File: src/prc_pkg.sv
package prc_pkg;

  typedef struct packed {
    logic signed [31:0] pos_x;
    logic signed [31:0] pos_y;
    logic signed [31:0] tex_u;
    logic signed [31:0] tex_v;
    logic               closes_polygon;
  } in_item_t;

  typedef struct packed {
    logic signed [31:0] out_x;
    logic signed [31:0] out_y;
    logic signed [31:0] out_u;
    logic signed [31:0] out_v;
    logic               last_vertex;
    logic               empty_polygon;
    logic               overflow;
  } out_item_t;

  typedef struct packed {
    logic [31:0] x;
    logic [31:0] y;
    logic [31:0] u;
    logic [31:0] v;
  } vtx_t;

  typedef enum logic [1:0] {
    MUL_DB_R = 2'd0,
    MUL_M1_D = 2'd1,
    MUL_DU_T = 2'd2,
    MUL_DV_T = 2'd3
  } mul_op_t;

  localparam logic [2:0] STG_TOP    = 3'd0;
  localparam logic [2:0] STG_BOTTOM = 3'd1;
  localparam logic [2:0] STG_LEFT   = 3'd2;
  localparam logic [2:0] STG_RIGHT  = 3'd3;
  localparam logic [2:0] STG_SINK   = 3'd4;

  localparam logic [1:0] CFG_TOP    = 2'd0;
  localparam logic [1:0] CFG_BOTTOM = 2'd1;
  localparam logic [1:0] CFG_LEFT   = 2'd2;
  localparam logic [1:0] CFG_RIGHT  = 2'd3;

  localparam logic [31:0] CLIP_TOP_RST    = 32'd0;
  localparam logic [31:0] CLIP_BOTTOM_RST = 32'd10420224;
  localparam logic [31:0] CLIP_LEFT_RST   = 32'd0;
  localparam logic [31:0] CLIP_RIGHT_RST  = 32'd15663104;

  localparam logic [31:0] FX_ONE = 32'h0001_0000;

  typedef struct packed {
    logic [2:0] stage;
    logic       load_in;
    logic       seed;
    logic       load_edge;
    logic       load_close;
    logic       eval;
    logic       pass_k;
    logic       push;
    logic       pop;
    logic [1:0] sidx;
    logic       div_start;
    logic       div_sel;
    logic       take_t;
    logic       take_r;
    logic       mul_en;
    mul_op_t    mul_op;
    logic       cross_done;
    logic       final_acc;
    logic       finish;
  } cmd_t;

  typedef struct packed {
    logic [3:0] started;
    logic       ii;
    logic       ki;
    logic       div_done;
    logic       out_free;
    logic       final_emits;
  } stat_t;

endpackage

File: src/prc_ctrl.sv
module prc_ctrl import prc_pkg::*; (
  input  logic  clk,
  input  logic  rst,
  input  logic  in_valid,
  input  logic  in_closes,
  input  stat_t stat,
  output logic  in_stall,
  output cmd_t  cmd
);

  typedef enum logic [14:0] {
    S_IDLE  = 15'h0001,
    S_STEP  = 15'h0002,
    S_EVAL  = 15'h0004,
    S_XD1   = 15'h0008,
    S_XW1   = 15'h0010,
    S_XD2   = 15'h0020,
    S_XW2   = 15'h0040,
    S_XM1   = 15'h0080,
    S_XM2   = 15'h0100,
    S_XM3   = 15'h0200,
    S_XM4   = 15'h0400,
    S_XFIN  = 15'h0800,
    S_NEXT  = 15'h1000,
    S_CLOSE = 15'h2000,
    S_FIN   = 15'h4000
  } state_t;

  state_t     state, state_next;
  logic [2:0] stg, stg_next;
  logic [2:0] cstg, cstg_next;
  logic       close_pend, close_pend_next;
  logic [2:0] sp, sp_next;
  logic [2:0] tags [4];
  logic [2:0] sp_dec;

  assign in_stall = (state != S_IDLE);
  assign sp_dec   = sp - 3'd1;

  always_comb begin
    state_next      = state;
    stg_next        = stg;
    cstg_next       = cstg;
    close_pend_next = close_pend;
    sp_next         = sp;
    cmd             = '0;
    cmd.stage       = stg;
    cmd.mul_op      = MUL_DB_R;
    unique case (state)
      S_IDLE: begin
        if (in_valid) begin
          cmd.load_in     = 1'b1;
          stg_next        = STG_TOP;
          cstg_next       = STG_TOP;
          close_pend_next = in_closes;
          state_next      = S_STEP;
        end
      end
      S_STEP: begin
        if (stg == STG_SINK) begin
          if (!stat.final_emits || stat.out_free) begin
            cmd.final_acc = 1'b1;
            state_next    = S_NEXT;
          end
        end else if (!stat.started[stg[1:0]]) begin
          cmd.seed   = 1'b1;
          state_next = S_NEXT;
        end else begin
          cmd.load_edge = 1'b1;
          state_next    = S_EVAL;
        end
      end
      S_EVAL: begin
        cmd.eval = 1'b1;
        if (stat.ii && stat.ki) begin
          cmd.pass_k = 1'b1;
          stg_next   = stg + 3'd1;
          state_next = S_STEP;
        end else if (!stat.ii && !stat.ki) begin
          state_next = S_NEXT;
        end else begin
          // entering edge: the end vertex follows the crossing downstream
          if (stat.ki) begin
            cmd.push = 1'b1;
            cmd.sidx = sp[1:0];
            sp_next  = sp + 3'd1;
          end
          state_next = S_XD1;
        end
      end
      S_XD1: begin
        cmd.div_start = 1'b1;
        state_next    = S_XW1;
      end
      S_XW1: begin
        cmd.take_t = 1'b1;
        if (stat.div_done) state_next = S_XD2;
      end
      S_XD2: begin
        cmd.div_start = 1'b1;
        cmd.div_sel   = 1'b1;
        state_next    = S_XW2;
      end
      S_XW2: begin
        cmd.take_r = 1'b1;
        if (stat.div_done) state_next = S_XM1;
      end
      S_XM1: begin
        cmd.mul_en = 1'b1;
        cmd.mul_op = MUL_DB_R;
        state_next = S_XM2;
      end
      S_XM2: begin
        cmd.mul_en = 1'b1;
        cmd.mul_op = MUL_M1_D;
        state_next = S_XM3;
      end
      S_XM3: begin
        cmd.mul_en = 1'b1;
        cmd.mul_op = MUL_DU_T;
        state_next = S_XM4;
      end
      S_XM4: begin
        cmd.mul_en = 1'b1;
        cmd.mul_op = MUL_DV_T;
        state_next = S_XFIN;
      end
      S_XFIN: begin
        cmd.cross_done = 1'b1;
        stg_next       = stg + 3'd1;
        state_next     = S_STEP;
      end
      S_NEXT: begin
        if (sp != 3'd0) begin
          cmd.pop    = 1'b1;
          cmd.sidx   = sp_dec[1:0];
          stg_next   = tags[sp_dec[1:0]];
          sp_next    = sp_dec;
          state_next = S_STEP;
        end else if (close_pend) begin
          state_next = S_CLOSE;
        end else begin
          state_next = S_IDLE;
        end
      end
      S_CLOSE: begin
        cmd.stage = cstg;
        if (cstg == STG_SINK) begin
          state_next = S_FIN;
        end else if (stat.started[cstg[1:0]]) begin
          cmd.load_close = 1'b1;
          stg_next       = cstg;
          cstg_next      = cstg + 3'd1;
          state_next     = S_EVAL;
        end else begin
          cstg_next = cstg + 3'd1;
        end
      end
      S_FIN: begin
        if (stat.out_free) begin
          cmd.finish      = 1'b1;
          close_pend_next = 1'b0;
          state_next      = S_IDLE;
        end
      end
      default: state_next = S_IDLE;
    endcase
  end

  always_ff @(posedge clk) begin
    if (rst) begin
      state      <= S_IDLE;
      stg        <= STG_TOP;
      cstg       <= STG_TOP;
      close_pend <= 1'b0;
      sp         <= 3'd0;
    end else begin
      state      <= state_next;
      stg        <= stg_next;
      cstg       <= cstg_next;
      close_pend <= close_pend_next;
      sp         <= sp_next;
    end
  end

  always_ff @(posedge clk) begin
    if (cmd.push) tags[sp[1:0]] <= stg + 3'd1;
  end

  a_sp_range: assert property (@(posedge clk) disable iff (rst) sp <= 3'd4)
    else $error("vertex stack overrun");

  a_idle_empty: assert property (@(posedge clk) disable iff (rst)
    (state == S_IDLE) |-> (sp == 3'd0))
    else $error("stack not drained at idle");

endmodule

File: config.mk
export PLATFORM = sky130hd
export DESIGN_NAME = prc_ctrl
export DESIGN_NICKNAME = d
export VERILOG_FILES = /design/src/prc_pkg.sv /design/src/prc_ctrl.sv
export SDC_FILE = /design/constraint.sdc
export NUM_CORES = 1
export LEC_CHECK = 0
export BUFFER_PORTS_ARGS = -buffer_cell sky130_fd_sc_hd__clkbuf_2
export CAP_MARGIN = 40
export CORE_ASPECT_RATIO = 1.75
export CORE_MARGIN = 2
export CORE_UTILIZATION = 45
export CTS_CLUSTER_SIZE = 8
export DETAILED_ROUTE_END_ITERATION = 8
export GPL_ROUTABILITY_DRIVEN = 0
export HOLD_SLACK_MARGIN = 0.15
export PLACE_DENSITY = 0.64
export REMOVE_ABC_BUFFERS = 1
export SETUP_SLACK_MARGIN = 0.05
export SYNTH_ARGS = -nofsm -noshare
export SYNTH_HDL_FRONTEND = slang
export SYNTH_SLANG_ARGS = --single-unit
File: constraint.sdc
create_clock -name clk -period 6.6 [get_ports clk]
set_input_delay 0.66 -clock clk [delete_from_list [all_inputs] [get_ports clk]]
set_output_delay 0.66 -clock clk [all_outputs]
set_load 0.02 [all_outputs]
; ---- Yosys cells after proc, flatten, opt, wreduce, memory -nomap -nowiden
; Memory sizes are Yosys's and may differ from the RTL's.
; Cells that the tools add are included.
[totals]
ramBits = 12
input_bits = 13
ff_bits = 25
memories = 1
[classes]
n_addsub = 4
muxes = 68
n_lt_le_gt_ge = 2
eq_ne = 31
n_reduce_logical = 17
[memory_table]
columns = memory, depth, word_bits, read_ports, rd_ports_with_merged_regs, wr, line
row1 = tags, 4, 3, 1, 0, 1, prc_ctrl.sv:34  ; logic [2:0] tags [4];
[op_table]
columns = op, n
row1 = $pmux W15 S15, 1
row2 = $mux W15, 9
row3 = $mux W13, 3
row4 = $mux W3, 13
row5 = $mux W1, 28
row6 = $ne A2 B2 Y1 const B, 11
row7 = $eq A15 B1 Y1 const B, 1
row8 = $eq A15 B10 Y1 const B, 1
row9 = $eq A15 B11 Y1 const B, 1
row10 = $eq A15 B12 Y1 const B, 1
row11 = $eq A15 B13 Y1 const B, 1
row12 = $eq A15 B14 Y1 const B, 1
row13 = $eq A15 B15 Y1 const B, 1
row14 = $eq A15 B2 Y1 const B, 1
row15 = $eq A15 B3 Y1 const B, 1
row16 = $eq A15 B4 Y1 const B, 1
row17 = $eq A15 B5 Y1 const B, 1
row18 = $eq A15 B6 Y1 const B, 1
row19 = $eq A15 B7 Y1 const B, 1
row20 = $eq A15 B8 Y1 const B, 1
row21 = $eq A15 B9 Y1 const B, 1
row22 = $ne A15 B1 Y1 const B, 1
row23 = $pmux W3 S5, 1
row24 = $mux W14, 1
row25 = other kinds (21), 39

; ---- Logic depth before layout (Yosys ltp)
; Gate-level depths: netlist of run 1.
[logic_depth]
depth_word = 7
ltp_mapped = 9

; ---- Least setup slack after synthesis of run 1
; Ideal clock, no wire load.
[synth_path]
path_type = register to output
start = register state[14]
end = output cmd[10] (netlist name)
stages_incl_launch_ff = 9
slack_ns = 3.458
path_buffers = 2
t_arrival_ns = 2.482
path_cell_list = dfxtp_1 or3_1 clkbuf_1 nor4_1 and3_1 clkbuf_1 nor3b_1 nand2_1 o21ai_0
[synth_rtl]
columns = item, line
row1 = start: declaration, prc_ctrl.sv:29  ; state_t state, state_next;
row2 = start signal: assignment, prc_ctrl.sv:178  ; state <= state_next;
row3 = end: declaration, prc_ctrl.sv:8  ; output cmd_t cmd

==> impl_metrics.yaml, run 1 <==
run_status:
  status: "completed"
cts:
  post-cts-setup-buffers: 0
  cts-resized-gates: 0
  ctsHoldBuffers: 0
  cts_buffer_depth: 2
  clkSinkCount: 37
  cts_tree: "yes"
  insertion_delay_ns: 0.30
  cts_root_buf: "clkbuf_8"
  numCtsBuffers: 5
  clkSlewWorstSetupHoldPaths_ns: 0.07
  ctsHtreeMaxLevel: 2
worst_setup_path:
  critPathMaxFanout: 12
  worstPathArrival_ns: 2.94
  cp-end-kind: "output port"
  start_kind: "flop"
  cp.required_ns: 5.94
  crit_type: "reg -> out"
cells_and_area:
  fill_cells: 517
  design_area_mm2: 0.002698
  drive_above_1_share: 0.1980
  layout.nets: 328
  antenna_cells: 0
  area_delta_synth_final_pct: 10.62
synthesis:
  synth_edf_count: 12
  postSynth.asyncResetShare: 0
  yosysMostFrequentCell: "nor2_1"
  synth_top_area_cell: "dfxtp_1"
  synth-seq-cells: 37
  synth_area_leaders: "dfxtp_1 (21%), edfxtp_1 (15%), ha_1 (6.7%)"
  yosysWarnings: 0
  ys.flop_type: "dfxtp_1"
  syn_area_mm2: 0.002439
  ys_seq_area_frac: 0.3530
  synthCells: 273
  synth_commonest_cells: "nor2_1 (28), dfxtp_1 (25), nand2_1 (21)"
  synth.distinct_cells: 52
  synthDominantCellAreaShare: 0.2052
  syn_avg_cell_area_um2: 8.933
hold_path:
  hp-class: "reg -> reg"
route:
  totalWireLength_um: 6265
  drtIter0Drc: 73
  num_vias: 2164
  viasPerCell: 6.045
  wl_per_cell_um: 17.50
  dr.pass1.iters: 4
  drc: 0
  drtAntennaViolNets: 0
grt:
  grt.total_usage: 0.2196
  grt_pass1_wl_um: 9873
  first_global_vias: 2078
  grt_antenna_before_repair: 0
  grt_max_degree: 18
  grt_overflow_total: 0
pwr:
  power_frac_seq: 0.474
  power_frac_comb: 0.247
  intPower_uw: 373.6
  switching_share: 0.3219
  pwr-share-clk: 0.278
  cellPowerDensity_mw_per_mm2: 204.2
  p_leak_nw: 1.082
  vdd_drop_max_mv: 0.1604
  switching_power_uw: 177.4
timing:
  relSlewSlack: 0.4991
  hold_viol_final: 0
  setup_tns_ns: 0
  fmax_mhz: 277.5
  final.period_utilization: 0.5461
  layout_min_cycle_time_ns: 3.604
  fin_skew_ns: 0.01094
  drv_slew: 0
  tightest_slew_ns: 0.7445
  grt_setup_unrepaired: "false"
  setup_violations: 0
floorplan:
  initial_core_util: 0.4640
  die_area_mm2: 0.006047
  core_mm2: 0.005255
  die_height_um: 101.4
  dieWidth_um: 59.65
  num_rows: 35
  io_pins: 37
flow_run:
  maxCapViolCount: 0
placement:
  hpwl_um: 4938
  dpl_cell_area_mm2: 0.002618
  port_buffers: 36
## critical path, stage by stage, from the launching register on
cell      delay [ns]
dfxtp_1         0.35
or3_1           0.53
nor4_1          0.62
and3_1          0.50
nor3b_1         0.30
nand2_1         0.08
o21ai_0         0.08
clkbuf_2        0.19
## routing by layer
layer | GRT usage | part of all wire
met1 | 0.2219 | 0.36
met2 | 0.3921 | 0.55
met3 | 0.04470 | 0.035
met4 | 0.1385 | 0.057
met5 | 0 | 0
## worst paths after layout
kind / startpoint / end / slack [ns] / cells past startpoint
hold reg to reg: sp[2] / sp[2] / 0.52 / 2
setup reg to reg: state[2] / stg[1] / 3.83 / 6
setup / recovery: state[14] / cmd[10] / 3.00 / 7
hold / removal: sp[2] / sp[2] / 0.52 / 2
## power by group through the flow
stage                     clock, mW  combinational (mW)  sequential (mW)
after detailed placement          0               0.136            0.266
after floorplan                   0              0.0943            0.262
final                         0.153               0.136            0.261
after global placement            0               0.135            0.266
after CTS                     0.157               0.136            0.261
after global routing          0.165               0.151            0.263
## through the flow
stage	std cells	util	power, mW	setup WS, ns	hold WS [ns]
global route	358	0.5133	0.5782	2.757	0.5591
CTS	358	0.5133	0.5538	3.012	0.5212
finish	358	0.5133	0.5510	2.996	0.5227
global placement	348	0.4952	0.4008	3.415	0.5025
floorplan	256	-	0.3567	3.632	0.4444
detailed placement	350	0.4981	0.4018	3.337	0.4991
## sequential cells by signal, summed over array words and instances, names as in the netlist
name        flops
stg             3
sp              3
cstg            3
state          15
close_pend      1
tags           12
## cell families after synthesis
kind of cell,after synthesis,share of synthesized area
muxes,7,0.05541
DFF,37,0.3530
xor gates and xnor gates,11,0.03951
buffers and inverters,32,0.06105
adders and majority gates,13,0.06670
AOI/OAI and AO/OA,43,0.1149
and+or+nand+nor,130,0.3094
## area by class of cell
cell class                 count  area (um^2)  area share
clock buffer                   8        80.08     0.02968
timing repair buffer          39        202.7     0.07514
multi-input combinational    204         1429      0.5297
sequential                    37        860.8      0.3191
tap                           55        68.82     0.02551
inverter                      15        56.30     0.02087
## placed cells by master (no fill, tap or decap), types with 3 or more instances in the layout
master and instances:
and3_1 9, nand2_1 21, clkbuf_1 3, nor4_1 11
nand4b_1 3, nand4_1 7, a21oi_1 15, nor2_1 28
nor3b_1 7, nor4b_1 4, clkbuf_2 36, ha_1 13
nor3_1 13, xor2_1 5, o211ai_1 3, mux4_2 5
xnor2_1 6, dfxtp_1 25, nand3_1 3, clkbuf_8 5
or4_1 3, edfxtp_1 12, inv_1 15, o21ai_0 10
Power figures use the tool's default switching activity.
==> run 2, diff against run 1 <==
--- a/config.mk
+++ b/config.mk
@@ -14,7 +14,7 @@
 export DETAILED_ROUTE_END_ITERATION = 8
 export GPL_ROUTABILITY_DRIVEN = 0
 export HOLD_SLACK_MARGIN = 0.15
-export PLACE_DENSITY = 0.64
+export PLACE_DENSITY = 0.67
 export REMOVE_ABC_BUFFERS = 1
 export SETUP_SLACK_MARGIN = 0.05
 export SYNTH_ARGS = -nofsm -noshare
==> constraint.sdc (replaced) <==
create_clock -name clk -period 3.03 [get_ports clk]
set_input_delay 0.303 -clock clk [delete_from_list [all_inputs] [get_ports clk]]
set_output_delay 0.303 -clock clk [all_outputs]
set_load 0.02 [all_outputs]
==> run 2 against run 1 <==
  * Worst setup slack got worse by 2.8 ns
  * Non-clock buffer count rose by 7
  * First-iteration DRC count rose by 52%
  * Clock-buffer cell count fell by 3
  * Total power rose by 140%
  * Worst hold slack got worse by 0.21 ns
  * Sequential share of layout area fell by 1.0 points
  * Critical path type unchanged
  * Die area did not move
==> impl_metrics.yaml, run 2 (same netlist as run 1, synthesis figures left out) <==
run_status:
  status: "completed"
worst_setup_path:
  max_stage_delay_ns: 0.72
  worstPathArrival_ns: 2.54
  critPathMaxFanout: 10
  slowest_stage: "or4_1"
  path_cells: "or4_1 > nor4_2 > mux2_2 > clkbuf_2"
  cp-end-kind: "output port"
  r2r_cells: 6
  start_kind: "flop"
  cp.required_ns: 2.73
  crit_type: "reg -> out"
grt:
  grt.busiest_layer: "met2"
  grt_max_degree: 18
  first_global_vias: 2212
  use_met2: 0.3913
  grt_pass1_wl_um: 10290
  grt_antenna_before_repair: 0
  grt_overflow_total: 0
  grt_use_met3: 0.04087
  grt.total_usage: 0.2266
  grt_use_met1: 0.2398
pwr:
  cellPowerDensity_mw_per_mm2: 473.8
  vdd_drop_max_mv: 0.3119
  p_leak_nw: 1.135
placement:
  place_inst: 357
  hpwl_um: 5007
  port_buffers: 36
floorplan:
  num_rows: 35
  die_area_mm2: 0.006047
  initial_core_util: 0.4640
  core_mm2: 0.005255
  die_height_um: 101.4
  dieWidth_um: 59.65
  io_pins: 37
timing:
  tightest_slew_ns: 0.5887
  drv_slew: 0
  setup_tns_ns: 0
  hold_viol_final: 0
  fin_skew_ns: 0.01480
  layout_min_cycle_time_ns: 2.842
  relSlewSlack: 0.6039
  final.period_utilization: 0.9380
  fmax_mhz: 351.8
  setup_violations: 0
  grt_setup_unrepaired: "false"
cells_and_area:
  largest_reg_flops: 15
  top_register: "state"
  final_cells: 365
  final_cell_mix: "clkbuf_2 (36), nor2_1 (27), dfxtp_1 (25)"
  final_common_cell: "clkbuf_2"
  area_delta_synth_final_pct: 14.31
  fill_cells: 497
  antenna_cells: 0
  drive_above_1_share: 0.2323
  layout.nets: 335
cts:
  cts_buffer_depth: 2
  cts_root_buf: "clkbuf_8"
  ctsHoldBuffers: 0
  clkSinkCount: 37
  numCtsBuffers: 5
  insertion_delay_ns: 0.31
  clkSlewWorstSetupHoldPaths_ns: 0.09
  ctsHtreeMaxLevel: 2
  cts_tree: "yes"
route:
  drtAntennaViolNets: 0
  wl_per_cell_um: 17.61
  drc: 0
  dr.pass1.iters: 5
  viasPerCell: 6.197
  totalWireLength_um: 6427
  drtIter0Drc: 111
  num_vias: 2262
hold_path:
  hp-class: "in -> reg"
  whs_path_depth: 3
flow_run:
  maxCapViolCount: 0
[run 2: report_power, final]
group / leakage (nW) / internal (mW) / switching (mW)
Combinational: 0.773 / 0.120 / 0.188
Clock: 0.0543 / 0.246 / 0.197
Sequential: 0.308 / 0.541 / 0.0282
Total: 1.13 / 0.907 / 0.413
[run 2: layout make-up]
cell class	instances	area, um^2	share of cell area
Multi-Input combinational cell	204	1431	0.5135
Sequential cell	37	860.8	0.3088
Timing Repair Buffer	46	255.2	0.09156
Clock buffer	5	68.82	0.02469
Tap cell	55	68.82	0.02469
Inverter	15	56.30	0.02020
Clock inverter	3	46.29	0.01661
[run 2: stage by stage]
| step | util | setup WS [ns] | total power [mW] | instance area, um^2 | hold slack, ns |
|---|---|---|---|---|---|
| global placement | 0.5081 | 0.4803 | 0.8796 | 2670 | 0.4967 |
| detailed placement | 0.5081 | 0.4487 | 0.8838 | 2670 | 0.4929 |
| floorplan | - | 0.4191 | 0.7770 | 2346 | 0.3721 |
| global route | 0.5305 | 0.08809 | 1.389 | 2788 | 0.3366 |
| CTS | 0.5300 | 0.1747 | 1.327 | 2785 | 0.3154 |
| finish | 0.5305 | 0.1878 | 1.321 | 2788 | 0.3133 |
[run 2: per-layer routing]
metal,vias up,wire [um],share of wire
met5,-,0,0
met1,1076,2366,0.37
met2,77,3405,0.53
met3,29,245,0.038
li1,1080,-,-
met4,0,409,0.064
[run 2: path summary, 6_finish.rpt]
kind | start | end | slack, ns
max | state[0] | cmd[22] | 0.19
min | in_closes | close_pend | 0.31
max reg2reg | state[8] | state[10] | 0.43
min reg2reg | close_pend | state[13] | 0.52
[run 2: critical path: cells and delay by family (launching register included)]
kind / cells / cell delay (ns)
buffers and inverters: 1 / 0.15
DFF: 1 / 0.40
muxes: 1 / 0.40
and+or+nand+nor: 2 / 1.29
[run 2: what timing repair did]
item / CTS / global route
buffers inserted: 0 / 0
endpoints found under the setup margin: 0 / 2
hold endpoints to repair: 0 / 0
resized for setup: 0 / 1
